### config.mk
export PLATFORM = sky130hd
export DESIGN_NAME = decimal_to_int32_parser_unit
export DESIGN_NICKNAME = d
export VERILOG_FILES = /design/src/d2i_pkg.sv /design/src/d2i_step.sv /design/src/decimal_to_int32_parser_unit.sv
export SDC_FILE = /design/constraint.sdc
export NUM_CORES = 1
export LEC_CHECK = 0
export BUFFER_PORTS_ARGS = -buffer_cell sky130_fd_sc_hd__buf_2
export CAP_MARGIN = 20
export CORE_AREA = 2 2 159 83
export DETAILED_ROUTE_END_ITERATION = 10
export DIE_AREA = 0 0 161 85
export PLACE_DENSITY_LB_ADDON = 0.05
export REMOVE_ABC_BUFFERS = 1
export SLEW_MARGIN = 40
export SYNTH_ARGS = -nofsm -noshare
export SYNTH_HDL_FRONTEND = slang
export SYNTH_HIERARCHICAL = 1
export SYNTH_SLANG_ARGS = --single-unit
### constraint.sdc
create_clock -name clk -period 4 [get_ports clk]
set_input_delay 1 -clock clk [delete_from_list [all_inputs] [get_ports clk]]
set_output_delay 1 -clock clk [all_outputs]
set_load 0.02 [all_outputs]
### src/d2i_pkg.sv
package d2i_pkg;

  localparam int unsigned CHAR_W = 8;
  localparam int unsigned VALUE_W = 32;

  // Largest magnitude that may still take one more digit, if that digit is within the limit below.
  localparam logic [VALUE_W-1:0] MAG_BORDER = 32'd214748364;
  localparam logic [3:0] LAST_DIGIT_POS = 4'd7;
  localparam logic [3:0] LAST_DIGIT_NEG = 4'd8;

  localparam logic [CHAR_W-1:0] CH_SPACE = 8'd32;
  localparam logic [CHAR_W-1:0] CH_TAB = 8'd9;
  localparam logic [CHAR_W-1:0] CH_CR = 8'd13;
  localparam logic [CHAR_W-1:0] CH_PLUS = 8'd43;
  localparam logic [CHAR_W-1:0] CH_MINUS = 8'd45;
  localparam logic [CHAR_W-1:0] CH_ZERO = 8'd48;
  localparam logic [CHAR_W-1:0] CH_NINE = 8'd57;

  typedef enum logic [1:0] {
    PHASE_BLANKS = 2'd0,
    PHASE_DIGITS = 2'd1,
    PHASE_DONE   = 2'd2
  } phase_t;

  typedef struct packed {
    phase_t             phase;
    logic               negative;
    logic [VALUE_W-1:0] magnitude;
  } parse_state_t;

  typedef struct packed {
    logic               valid;
    logic [VALUE_W-1:0] value;
    logic               overflow;
  } parse_result_t;

endpackage

### src/d2i_step.sv
module d2i_step
  import d2i_pkg::*;
(
  input  parse_state_t      cur,
  input  logic [CHAR_W-1:0] char_byte,
  input  logic              string_start,
  output parse_state_t      nxt,
  output parse_result_t     res
);

  parse_state_t       base;
  logic               is_blank;
  logic               is_digit;
  logic [3:0]         digit;
  logic [3:0]         limit;
  logic               digit_ovf;
  logic [VALUE_W-1:0] mag_times_ten;

  assign base.phase = string_start ? PHASE_BLANKS : cur.phase;
  assign base.negative = string_start ? 1'b0 : cur.negative;
  assign base.magnitude = string_start ? '0 : cur.magnitude;

  assign is_blank = (char_byte == CH_SPACE) || (char_byte >= CH_TAB && char_byte <= CH_CR);
  assign is_digit = (char_byte >= CH_ZERO) && (char_byte <= CH_NINE);
  assign digit = 4'(char_byte - CH_ZERO);
  assign limit = base.negative ? LAST_DIGIT_NEG : LAST_DIGIT_POS;
  assign digit_ovf = (base.magnitude > MAG_BORDER) ||
                     ((base.magnitude == MAG_BORDER) && (digit > limit));
  // Times ten as two shifts; the border check keeps this from wrapping.
  assign mag_times_ten = {base.magnitude[VALUE_W-4:0], 3'b000} +
                         {base.magnitude[VALUE_W-2:0], 1'b0};

  always_comb begin
    nxt = base;
    res.valid = 1'b0;
    res.value = '0;
    res.overflow = 1'b0;
    case (base.phase)
      PHASE_BLANKS, PHASE_DIGITS: begin
        if (is_digit) begin
          if (digit_ovf) begin
            res.valid = 1'b1;
            res.overflow = 1'b1;
            nxt.phase = PHASE_DONE;
          end else begin
            nxt.magnitude = mag_times_ten + VALUE_W'(digit);
            nxt.phase = PHASE_DIGITS;
          end
        end else if (base.phase == PHASE_BLANKS && is_blank) begin
          nxt.phase = PHASE_BLANKS;
        end else if (base.phase == PHASE_BLANKS && char_byte == CH_MINUS) begin
          nxt.negative = 1'b1;
          nxt.phase = PHASE_DIGITS;
        end else if (base.phase == PHASE_BLANKS && char_byte == CH_PLUS) begin
          nxt.phase = PHASE_DIGITS;
        end else begin
          // Any other byte ends the number; with no digits the magnitude is zero.
          res.valid = 1'b1;
          res.value = base.negative ? (VALUE_W'(0) - base.magnitude) : base.magnitude;
          nxt.phase = PHASE_DONE;
        end
      end
      default: begin
        nxt = base;
      end
    endcase
  end

endmodule

### src/decimal_to_int32_parser_unit.sv
// Channel  Direction  tdata                 tuser
// s_axis   in         [7:0] char_byte       [0] string_start
// m_axis   out        [31:0] parsed_value   [0] overflow
//
// One byte per cycle: a beat is registered, then parsed by the digit logic
// (a multiply by ten as two shifts and an add) into the result register.
// Bytes that end no number give no result beat. Synchronous reset leaves
// the parser done, so bytes before the first string start are dropped. A
// stalled result holds the pipeline; the input side keeps taking beats
// while it can drain.
module decimal_to_int32_parser_unit
  import d2i_pkg::*;
(
  input  logic               clk,
  input  logic               rst,
  input  logic               s_axis_tvalid,
  output logic               s_axis_tready,
  input  logic [CHAR_W-1:0]  s_axis_tdata,   // [7:0] char_byte
  input  logic               s_axis_tuser,   // [0] string_start
  output logic               m_axis_tvalid,
  input  logic               m_axis_tready,
  output logic [VALUE_W-1:0] m_axis_tdata,   // [31:0] parsed_value
  output logic               m_axis_tuser    // [0] overflow
);

  logic              in_valid;
  logic [CHAR_W-1:0] in_char;
  logic              in_start;
  logic              advance;
  parse_state_t      state;
  parse_state_t      state_next;
  parse_result_t     step_res;

  assign advance = in_valid && (!m_axis_tvalid || m_axis_tready);
  assign s_axis_tready = !in_valid || advance;

  d2i_step u_step (
    .cur          (state),
    .char_byte    (in_char),
    .string_start (in_start),
    .nxt          (state_next),
    .res          (step_res)
  );

  always_ff @(posedge clk) begin
    if (rst) begin
      in_valid <= 1'b0;
    end else if (s_axis_tready) begin
      in_valid <= s_axis_tvalid;
    end
  end

  always_ff @(posedge clk) begin
    if (s_axis_tready && s_axis_tvalid) begin
      in_char <= s_axis_tdata;
      in_start <= s_axis_tuser;
    end
  end

  always_ff @(posedge clk) begin
    if (rst) begin
      state.phase <= PHASE_DONE;
      state.negative <= 1'b0;
      state.magnitude <= '0;
    end else if (advance) begin
      state <= state_next;
    end
  end

  always_ff @(posedge clk) begin
    if (rst) begin
      m_axis_tvalid <= 1'b0;
    end else if (advance && step_res.valid) begin
      m_axis_tvalid <= 1'b1;
    end else if (m_axis_tready) begin
      m_axis_tvalid <= 1'b0;
    end
  end

  always_ff @(posedge clk) begin
    if (advance && step_res.valid) begin
      m_axis_tdata <= step_res.value;
      m_axis_tuser <= step_res.overflow;
    end
  end

endmodule
# [Word-level counts from Yosys, hierarchy flattened]
# Index checks and enable logic that the tools add are counted.
[classes] n_addsub=4 order_cmp=6 eq_ne=5 n_mux=26 bitwise_logic=1 n_reduce_logical=20
[op_table] cell="$mux W32" count=5
[op_table] cell="$mux W33" count=3
[op_table] cell="$mux W35" count=1
[op_table] cell="$mux W34" count=1
[op_table] cell="$add A32 B32 Y32" count=1
[op_table] cell="$add A32 B4 Y32" count=1
[op_table] cell="$eq A32 B28 Y1 const B" count=1
[op_table] cell="$gt A32 B28 Y1 const B" count=1
[op_table] cell="$sub A1 B32 Y32 const A" count=1
[op_table] cell="$eq A8 B6 Y1 const B" count=3
[op_table] cell="$mux W2" count=6
[op_table] cell="$logic_and A1 B1 Y1" count=9
[op_table] cell="$mux W1" count=9
[op_table] cell="$ge A8 B4 Y1 const B" count=1
[op_table] cell="$ge A8 B6 Y1 const B" count=1
[op_table] cell="$le A8 B4 Y1 const B" count=1
[op_table] cell="$le A8 B6 Y1 const B" count=1
[op_table] cell="$reduce_or A5 Y1" count=1
[op_table] cell="$gt A4 B4 Y1" count=1
[op_table] cell="$logic_or A1 B1 Y1" count=4
[op_table] cell="$mux W4" count=1
[op_table] cell="$sub A4 B1 Y4 const B" count=1
[op_table] cell="$eq A2 B1 Y1 const B" count=1
[op_table] cell="$logic_not A1 Y1" count=2
[op_table] cell="other kinds (5)" count=5
[totals] reg_bits=79 inputBits=13 out_inout_bits=35 word_cells=71

# [Longest topological paths before layout]
# Gate-level depths: netlist of run 1.
[depth] word_depth=10 ltp_mapped=19 ltp_nobuf=18

# [By module]
# Netlist of run 1, hierarchy kept.
[modules_own_cells] mod="d2i_step" n_inst=1 cells_per_inst=569 area_each_um2=3817.4 seq_area_each_um2=0.0
[modules_own_cells] mod="decimal_to_int32_parser_unit" n_inst=1 cells_per_inst=206 area_each_um2=2919.0 seq_area_each_um2=2001.9

# [Worst setup path after synthesis of run 1]
# OpenSTA, ideal clock, no wires.
[synth_path] path_kind="flip-flop to flip-flop" startpoint="register in_start" endpoint="register m_axis_tdata[0] (enable)" setup_ps=423 t_arrival_ps=3703 required_ps=3577 setup_slack_ps=-127 stages_incl_launch_ff=15 path_buffers=1 synth_period_minus_slack_ps=4127 cell_sequence="edfxtp_1 > buf_2 > clkinv_1 > nand2_1 > inv_1 > ha_1 > a21oi_1 > o21ai_0 > a2111oi_4 > o22a_2 > nor3_1 > inv_1 > nand2_1 > nand2_1 > nor2_1"
[synth_rtl] item="from (decl)" line_no="decimal_to_int32_parser_unit.sv:28" text="logic in_start;"
[synth_rtl] item="from (signal assigned)" line_no="decimal_to_int32_parser_unit.sv:56" text="in_start <= s_axis_tuser;"
[synth_rtl] item="to (signal assigned)" line_no="decimal_to_int32_parser_unit.sv:82" text="m_axis_tdata <= step_res.value;"
[synth_rtl] item="to (decl)" line_no="decimal_to_int32_parser_unit.sv:22" text="output logic [VALUE_W-1:0] m_axis_tdata,"

==> results of run 1 <==
layer usage:
layer  wire [µm]  share of wire  up-vias
li1            -              -     2876
met1       10000           0.51     2854
met2        6890           0.35      344
met3        2670           0.14       11
met4          99         0.0050        0
met5           0              0        -
flip-flops by register name (all words and copies together), names as in the netlist:
signal / count
state: 35
m_axis_tdata: 32
in_char: 8
in_start: 1
in_valid: 1
m_axis_tuser: 1
m_axis_tvalid: 1
synthesized netlist by cell type, types with 17 or more instances:
cell type / number / area share
nand2b_1: 73 / 0.068
dfxtp_1: 37 / 0.11
nor2b_1: 32 / 0.030
xor2_1: 27 / 0.035
nand3_1: 17 / 0.013
xnor2_1: 23 / 0.030
inv_1: 19 / 0.011
edfxtp_1: 42 / 0.19
ha_1: 63 / 0.12
a21oi_1: 42 / 0.031
nor2_1: 79 / 0.044
a21o_1: 23 / 0.026
clkbuf_1: 31 / 0.017
mux2i_1: 37 / 0.055
nand2_1: 49 / 0.027
o21ai_0: 35 / 0.026
power by group:
part           switching, mW  internal (mW)
Clock                  0.357          0.615
Sequential           0.00851          0.865
Combinational         0.0808         0.0473
Total                  0.446           1.53
final cells by class:
type,instances,area share
multi-input combinational,634,0.591
sequential,79,0.263
tap,170,0.0279
timing repair buffer,79,0.0628
clock buffer,10,0.0301
inverter,20,0.00986
clock inverter,6,0.0151
metrics by stage:
stage               instances  utilization  worst slack, ns   TNS, ns  hold slack [ns]
finish                    998        0.617            0.215         0            0.506
global route              998        0.617         -0.00790  -0.00790            0.542
CTS                       998        0.612           0.0541         0            0.506
detailed placement        981        0.584          -0.0136   -0.0136            0.495
global placement          981        0.583          -0.0276   -0.0276            0.481
floorplan                 733            -           -0.995    -35.85            0.462
layout by cell type (no fill, tap or decap), types with 12 or more instances in the layout:
master    Yosys  final
nand2b_1     73     73
edfxtp_1     42     42
nand2_1      49     49
buf_4         0     33
nor2_1       79     78
xnor2_1      23     23
ha_1         63     63
inv_1        19     19
nor2b_1      32     28
o21ai_1      12     12
dfxtp_1      37     37
xor2_1       27     27
nand3_1      17     17
a21o_1       23     23
mux2i_1      37     37
o21ai_0      35     35
a21oi_1      42     40
buf_2         4     46
cells by family (layout without fill, tap and decap cells):
kind of cell    Yosys count  count (layout)  share of synthesized area
mux                      43              43                     0.0650
flops                    79              79                      0.297
fa+ha+maj                64              64                      0.120
xor+xnor                 50              50                     0.0650
buf+inv                  62             115                     0.0449
compound gates          174             174                      0.170
simple gates            303             303                      0.238
repair_timing:
item | CTS | global route
resized for setup | 0 | 16
buffers inserted | 1 | 0
endpoints found under the setup margin | 1 | 10
pin swaps | 0 | 2
worst max-delay path by stage:
| stage | start | endpoint |
|---|---|---|
| 6_report | in_start$_DFFE_PP_ | state[27]$_SDFFE_PP0P_ |
| 5_1_grt | in_start$_DFFE_PP_ | state[27]$_SDFFE_PP0P_ |
| 3_3_place_gp | in_start$_DFFE_PP_ | state[27]$_SDFFE_PP0P_ |
| 4_1_cts | in_start$_DFFE_PP_ | state[27]$_SDFFE_PP0P_ |
| 2_1_floorplan | in_start$_DFFE_PP_ | m_axis_tdata[0]$_DFFE_PP_ |
| 3_5_place_dp | in_start$_DFFE_PP_ | state[27]$_SDFFE_PP0P_ |
worst register-to-register path, stage by stage (launching register included):
cell,delay (ns)
edfxtp_1,0.35
buf_4,0.19
nor2b_1,0.25
ha_1,0.29
ha_1,0.36
a21o_1,0.23
a31o_2,0.23
o211ai_1,0.32
a311oi_2,0.23
a211oi_2,0.31
o21bai_2,0.13
a21boi_1,0.19
xnor2_1,0.11
mux2_2,0.28
nand2b_1,0.11
mux2i_1,0.08
==> results.json, run 1 <==
{
  "total_power_mw": 1.97,
  "num_rows": 29,
  "synthDistinctLibCells": 62,
  "synth_edf_count": 42,
  "grt.overflow.total": 0,
  "grt_first_pass_wirelength_um": 30700,
  "p_leak_nw": 3.30,
  "drv_cap": 0,
  "nNetsFinal": 900,
  "vias_per_cell": 6.10,
  "numClockSinks": 79,
  "crit_path_end_kind": "register",
  "r2r_start": "in_start$_DFFE_PP_",
  "grt_use_met3": 0.109,
  "holdPathEnd": "state[29]$_SDFFE_PP0P_",
  "post_dp_cell_area_mm2": 0.00720,
  "tightest_slew_ns": 0.805,
  "post-route-period-util": 0.946,
  "boundaryPins": 48,
  "final_area_mm2": 0.00761,
  "antenna_cells": 0,
  "cpMostUsedCell": "ha_1",
  "clk_path_buf_depth": 2,
  "ant_nets": 0,
  "period_needed_ns": 3.79,
  "ys_seq_area_frac": 0.297,
  "rrSetupSlack_ns": 0.21,
  "final_hold_viol_count": 0,
  "grt_usage": 0.292,
  "outcome": "finished clean",
  "synthesis.area_mm2": 0.00674,
  "cp_cell_sequence": "buf_4, nor2b_1, ha_1, ha_1, a21o_1, a31o_2, o211ai_1, a311oi_2, a211oi_2, o21bai_2, a21boi_1, xnor2_1, mux2_2, nand2b_1, mux2i_1",
  "crit_arrival_ns": 3.99,
  "grt_pass1_vias": 5516,
  "busiest_layer": "met1",
  "path_buf_inv": 1,
  "cts_root_buffer": "clkbuf_16",
  "p_per_area_mw_per_mm2": 259,
  "timing.rr.end": "state[27]$_SDFFE_PP0P_",
  "dpl.hpwl_um": 14800,
  "drt-initial-drc-count": 515,
  "crit_fanout": 10,
  "cts_tree": "done",
  "avgSynthCellArea_um2": 8.69,
  "clock_latency_ns": 0.34,
  "dieArea_mm2": 0.0137,
  "route.detailed.drc": 0,
  "routed_wirelength_um": 19700,
  "wl_per_cell_um": 19.7,
  "max_stage_delay_ns": 0.36,
  "layout-drive-gt1-share": 0.163,
  "h-tree-depth": 3,
  "met2_usage": 0.354,
  "vias": 6085,
  "antenna_found_initial": 0,
  "maxSlewViolCount": 0,
  "multi_input_area_mm2": 0.00450,
  "grt_max_degree": 73,
  "crit_family": "compound AO/OA/AOI/OAI gates",
  "async_reset_ff_frac": 0,
  "synthFlopType": "edfxtp_1",
  "setup_viol": 0,
  "fin_skew_ns": 0.00751,
  "start_util": 0.546,
  "coreArea_mm2": 0.0123,
  "r2r_cells": 15,
  "area_growth_pct": 13.0,
  "crit_path_top_delay_cell": "ha_1",
  "path_depth": 15,
  "fmax_mhz": 264,
  "required_ns": 4.21,
  "n_fill_cell": 1083,
  "drtPass1Iterations": 5,
  "gr-usage-met1": 0.474,
  "ys_ff_latch": 79,
  "die_w_um": 161,
  "crit_type": "reg -> reg",
  "irDropWorstVdd_uv": 203,
  "holdCritPathClass": "reg -> reg",
  "ys.warnings.count": 6,
  "hold_buffers": 0,
  "io_buffers": 47,
  "hold_depth": 2,
  "place_congestion": 0.969,
  "syn_inst": 775,
  "die_y_um": 85,
  "seqCellArea_mm2": 0.00200,
  "clkTransAtPathRegs_ns": 0.06,
  "relSlewSlack": 0.458,
  "hp-start": "state[29]$_SDFFE_PP0P_",
  "start_kind": "register",
  "cts_buffers": 9
}
(Power assumes the default switching activity.)
==> run 2: changes to the inputs <==
--- a/config.mk
+++ b/config.mk
@@ -5,13 +5,13 @@
 export SDC_FILE = /design/constraint.sdc
 export NUM_CORES = 1
 export LEC_CHECK = 0
+export ABC_AREA = 1
 export BUFFER_PORTS_ARGS = -buffer_cell sky130_fd_sc_hd__buf_2
 export CAP_MARGIN = 20
-export CORE_AREA = 2 2 159 83
+export CORE_AREA = 2 2 173 90
 export DETAILED_ROUTE_END_ITERATION = 10
-export DIE_AREA = 0 0 161 85
+export DIE_AREA = 0 0 175 92
 export PLACE_DENSITY_LB_ADDON = 0.05
-export REMOVE_ABC_BUFFERS = 1
 export SLEW_MARGIN = 40
 export SYNTH_ARGS = -nofsm -noshare
 export SYNTH_HDL_FRONTEND = slang
==> run 2 against run 1 <==
Non-clock buffer count down 9. Total power increased by 26%. Count of clock-buffer cells in the layout grew 1. Sequential cell count unchanged. Die area rose by 18%. Area after synthesis grew 21%. Clock skew up 0.0018 ns. Global-route usage grew 4.4 points. Cell area up 17%. Sequential share of layout area shrank 3.7 points. Critical path depth grew 8. Clock power decreased by 2%. Largest cell class unchanged. Highest routed layer unchanged.
==> results.json, run 2 <==
{
  "outcome": "finished clean",
  "hold_depth": 2,
  "maxSlewViolCount": 0,
  "drv_cap": 0,
  "fin_skew_ns": 0.00929,
  "r2r_start": "in_start$_DFFE_PP_",
  "p_leak_nw": 4.95,
  "synthFlopType": "edfxtp_1",
  "numClockSinks": 79,
  "ys.warnings.count": 6,
  "tightest_slew_ns": 0.827,
  "synth_nets": 1377,
  "place_ws_ns": 0.189,
  "p_per_area_mw_per_mm2": 279,
  "h-tree-depth": 3,
  "clkTransAtPathRegs_ns": 0.06,
  "routed_wirelength_um": 26200,
  "r2r_cells": 23,
  "io_buffers": 47,
  "boundaryPins": 48,
  "ys_seq_area_frac": 0.245,
  "antenna_found_initial": 0,
  "synth_edf_count": 42,
  "synthesis.area_mm2": 0.00816,
  "rrSetupSlack_ns": 0.27,
  "rsz0062_at_grt": "false",
  "timing.rr.end": "state[30]$_SDFFE_PP0P_",
  "synthDistinctLibCells": 45,
  "dpl.hpwl_um": 20300,
  "post_dp_cell_area_mm2": 0.00850,
  "crit_type": "reg -> reg",
  "crit_arrival_ns": 3.96,
  "grt_pass1_vias": 7656,
  "final_hold_viol_count": 0,
  "top_register": "state",
  "area_growth_pct": 8.83,
  "drt-initial-drc-count": 905,
  "fmax_mhz": 268,
  "place_congestion": 0.977,
  "crit_path_end_kind": "register",
  "cts_buffers": 9,
  "irDropWorstVdd_uv": 191,
  "cts_tree": "done",
  "cts_root_buffer": "clkbuf_16",
  "hp-start": "state[32]$_SDFFE_PP0P_",
  "largest_reg_flops": 35,
  "synth_top_cell_by_area": "nand2_1",
  "route.detailed.drc": 0,
  "nNetsFinal": 1420,
  "grt_max_degree": 72,
  "antenna_cells": 0,
  "holdCritPathClass": "reg -> reg",
  "dieArea_mm2": 0.0161,
  "n_fill_cell": 1467,
  "post-route-period-util": 0.932,
  "utilization": 0.598,
  "grt_first_pass_wirelength_um": 41900,
  "async_reset_ff_frac": 0,
  "start_kind": "register",
  "clock_latency_ns": 0.34,
  "grt.overflow.total": 0,
  "drtPass1Iterations": 5,
  "biggestRegsByFlops": "state (35), m_axis_tdata (32), in_char (8)",
  "period_needed_ns": 3.73,
  "vias_per_cell": 5.48,
  "crit_fanout": 34,
  "avgSynthCellArea_um2": 6.28,
  "final_area_mm2": 0.00888,
  "relSlewSlack": 0.448,
  "coreArea_mm2": 0.0149,
  "layout-drive-gt1-share": 0.126,
  "ys_ff_latch": 79,
  "worst_slack_ns": 0.274,
  "ant_nets": 0,
  "vias": 8504,
  "synthTopCellsByArea": "nand2_1 (20%), edfxtp_1 (15%), ha_1 (9.7%)",
  "syn_inst": 1300,
  "final_cell_mix": "nand2_1 (431), inv_1 (188), nor2_1 (145)",
  "wl_per_cell_um": 16.9,
  "num_rows": 32,
  "holdPathEnd": "state[32]$_SDFFE_PP0P_",
  "synth_top_area_share": 0.198,
  "synth_common_cells": "nand2_1 (431), inv_1 (189), nor2_1 (147)",
  "required_ns": 4.23,
  "clk_path_buf_depth": 2,
  "tns_ns": 0,
  "layout_commonest_cell": "nand2_1",
  "hold_buffers": 0,
  "die_w_um": 175,
  "die_y_um": 92,
  "grt_usage": 0.336,
  "start_util": 0.550,
  "yosysMostFrequentCell": "nand2_1",
  "setup_viol": 0
}
run 2: stage by stage:
step	std cells	hold WS (ns)	power (mW)
6_report	1552	0.514	2.48
5_1_grt	1552	0.538	2.59
4_1_cts	1548	0.517	2.47
3_5_place_dp	1532	0.502	1.52
3_3_place_gp	1532	0.483	1.52
2_1_floorplan	1300	0.472	1.38
run 2: cell type report:
type | count | area, µm² | share of cell area
Clock inverter | 5 | 106 | 0.0120
Timing Repair Buffer | 70 | 408 | 0.0459
Sequential cell | 79 | 2000 | 0.225
Inverter | 197 | 752 | 0.0846
Tap cell | 204 | 255 | 0.0287
Clock buffer | 11 | 233 | 0.0262
Multi-Input combinational cell | 986 | 5130 | 0.577
run 2: logic make-up after synthesis:
family                     synth area share
and+or+nand+nor                       0.417
buffers and inverters                 0.128
AOI/OAI and AO/OA                    0.0861
DFF                                   0.245
adders and majority gates            0.0990
xor gates and xnor gates             0.0247
run 2: repair_timing:
action	in CTS	in global routing
resized for setup	0	5
setup endpoints to repair	0	12
setup buffers	0	4
run 2: worst max-delay path by stage:
| stage | from | to | slack, ns |
|---|---|---|---|
| final | in_start$_DFFE_PP_ | state[30]$_SDFFE_PP0P_ | 0.27 |
| after global routing | in_start$_DFFE_PP_ | state[25]$_SDFFE_PP0P_ | 0.007 |
| after CTS | in_start$_DFFE_PP_ | state[21]$_SDFFE_PP0P_ | 0.17 |
| after detailed placement | in_start$_DFFE_PP_ | state[21]$_SDFFE_PP0P_ | 0.19 |
| after global placement | in_start$_DFFE_PP_ | state[21]$_SDFFE_PP0P_ | 0.10 |
| after floorplan | in_start$_DFFE_PP_ | m_axis_tdata[0]$_DFFE_PP_ | 0.30 |
run 2: critical path, stage by stage, from the launching register on:
cell and delay, ns:
edfxtp_1 0.51, clkinv_8 0.25, nand2_2 0.24, xor2_1 0.16
inv_1 0.06, ha_1 0.32, inv_1 0.08, fa_1 0.46
inv_1 0.13, nand3_1 0.08, nand3_1 0.14, nand3_1 0.12
nand3_1 0.27, nand2_1 0.12, nand2_1 0.09, nand2_1 0.05
nand2_1 0.05, nand2_1 0.06, nand3_1 0.09, nand2_1 0.06
inv_1 0.05, nand3_1 0.07, nand2_1 0.09, nor2_1 0.05
run 2: power by group:
part           leakage, nW  internal (mW)  total [mW]  switching [mW]
sequential           0.730          0.897       0.934          0.0364
clock                0.160          0.612       0.953           0.341
combinational         4.06          0.187       0.595           0.408
total                 4.95           1.70        2.48           0.785
run 2: routing by layer:
metal | share of wire | up-vias | track usage
met2 | 0.37 | 462 | 0.450
met5 | 0 | - | 0
li1 | - | 4192 | -
met1 | 0.49 | 3821 | 0.532
met4 | 0.011 | 0 | 0.0549
met3 | 0.12 | 29 | 0.0854
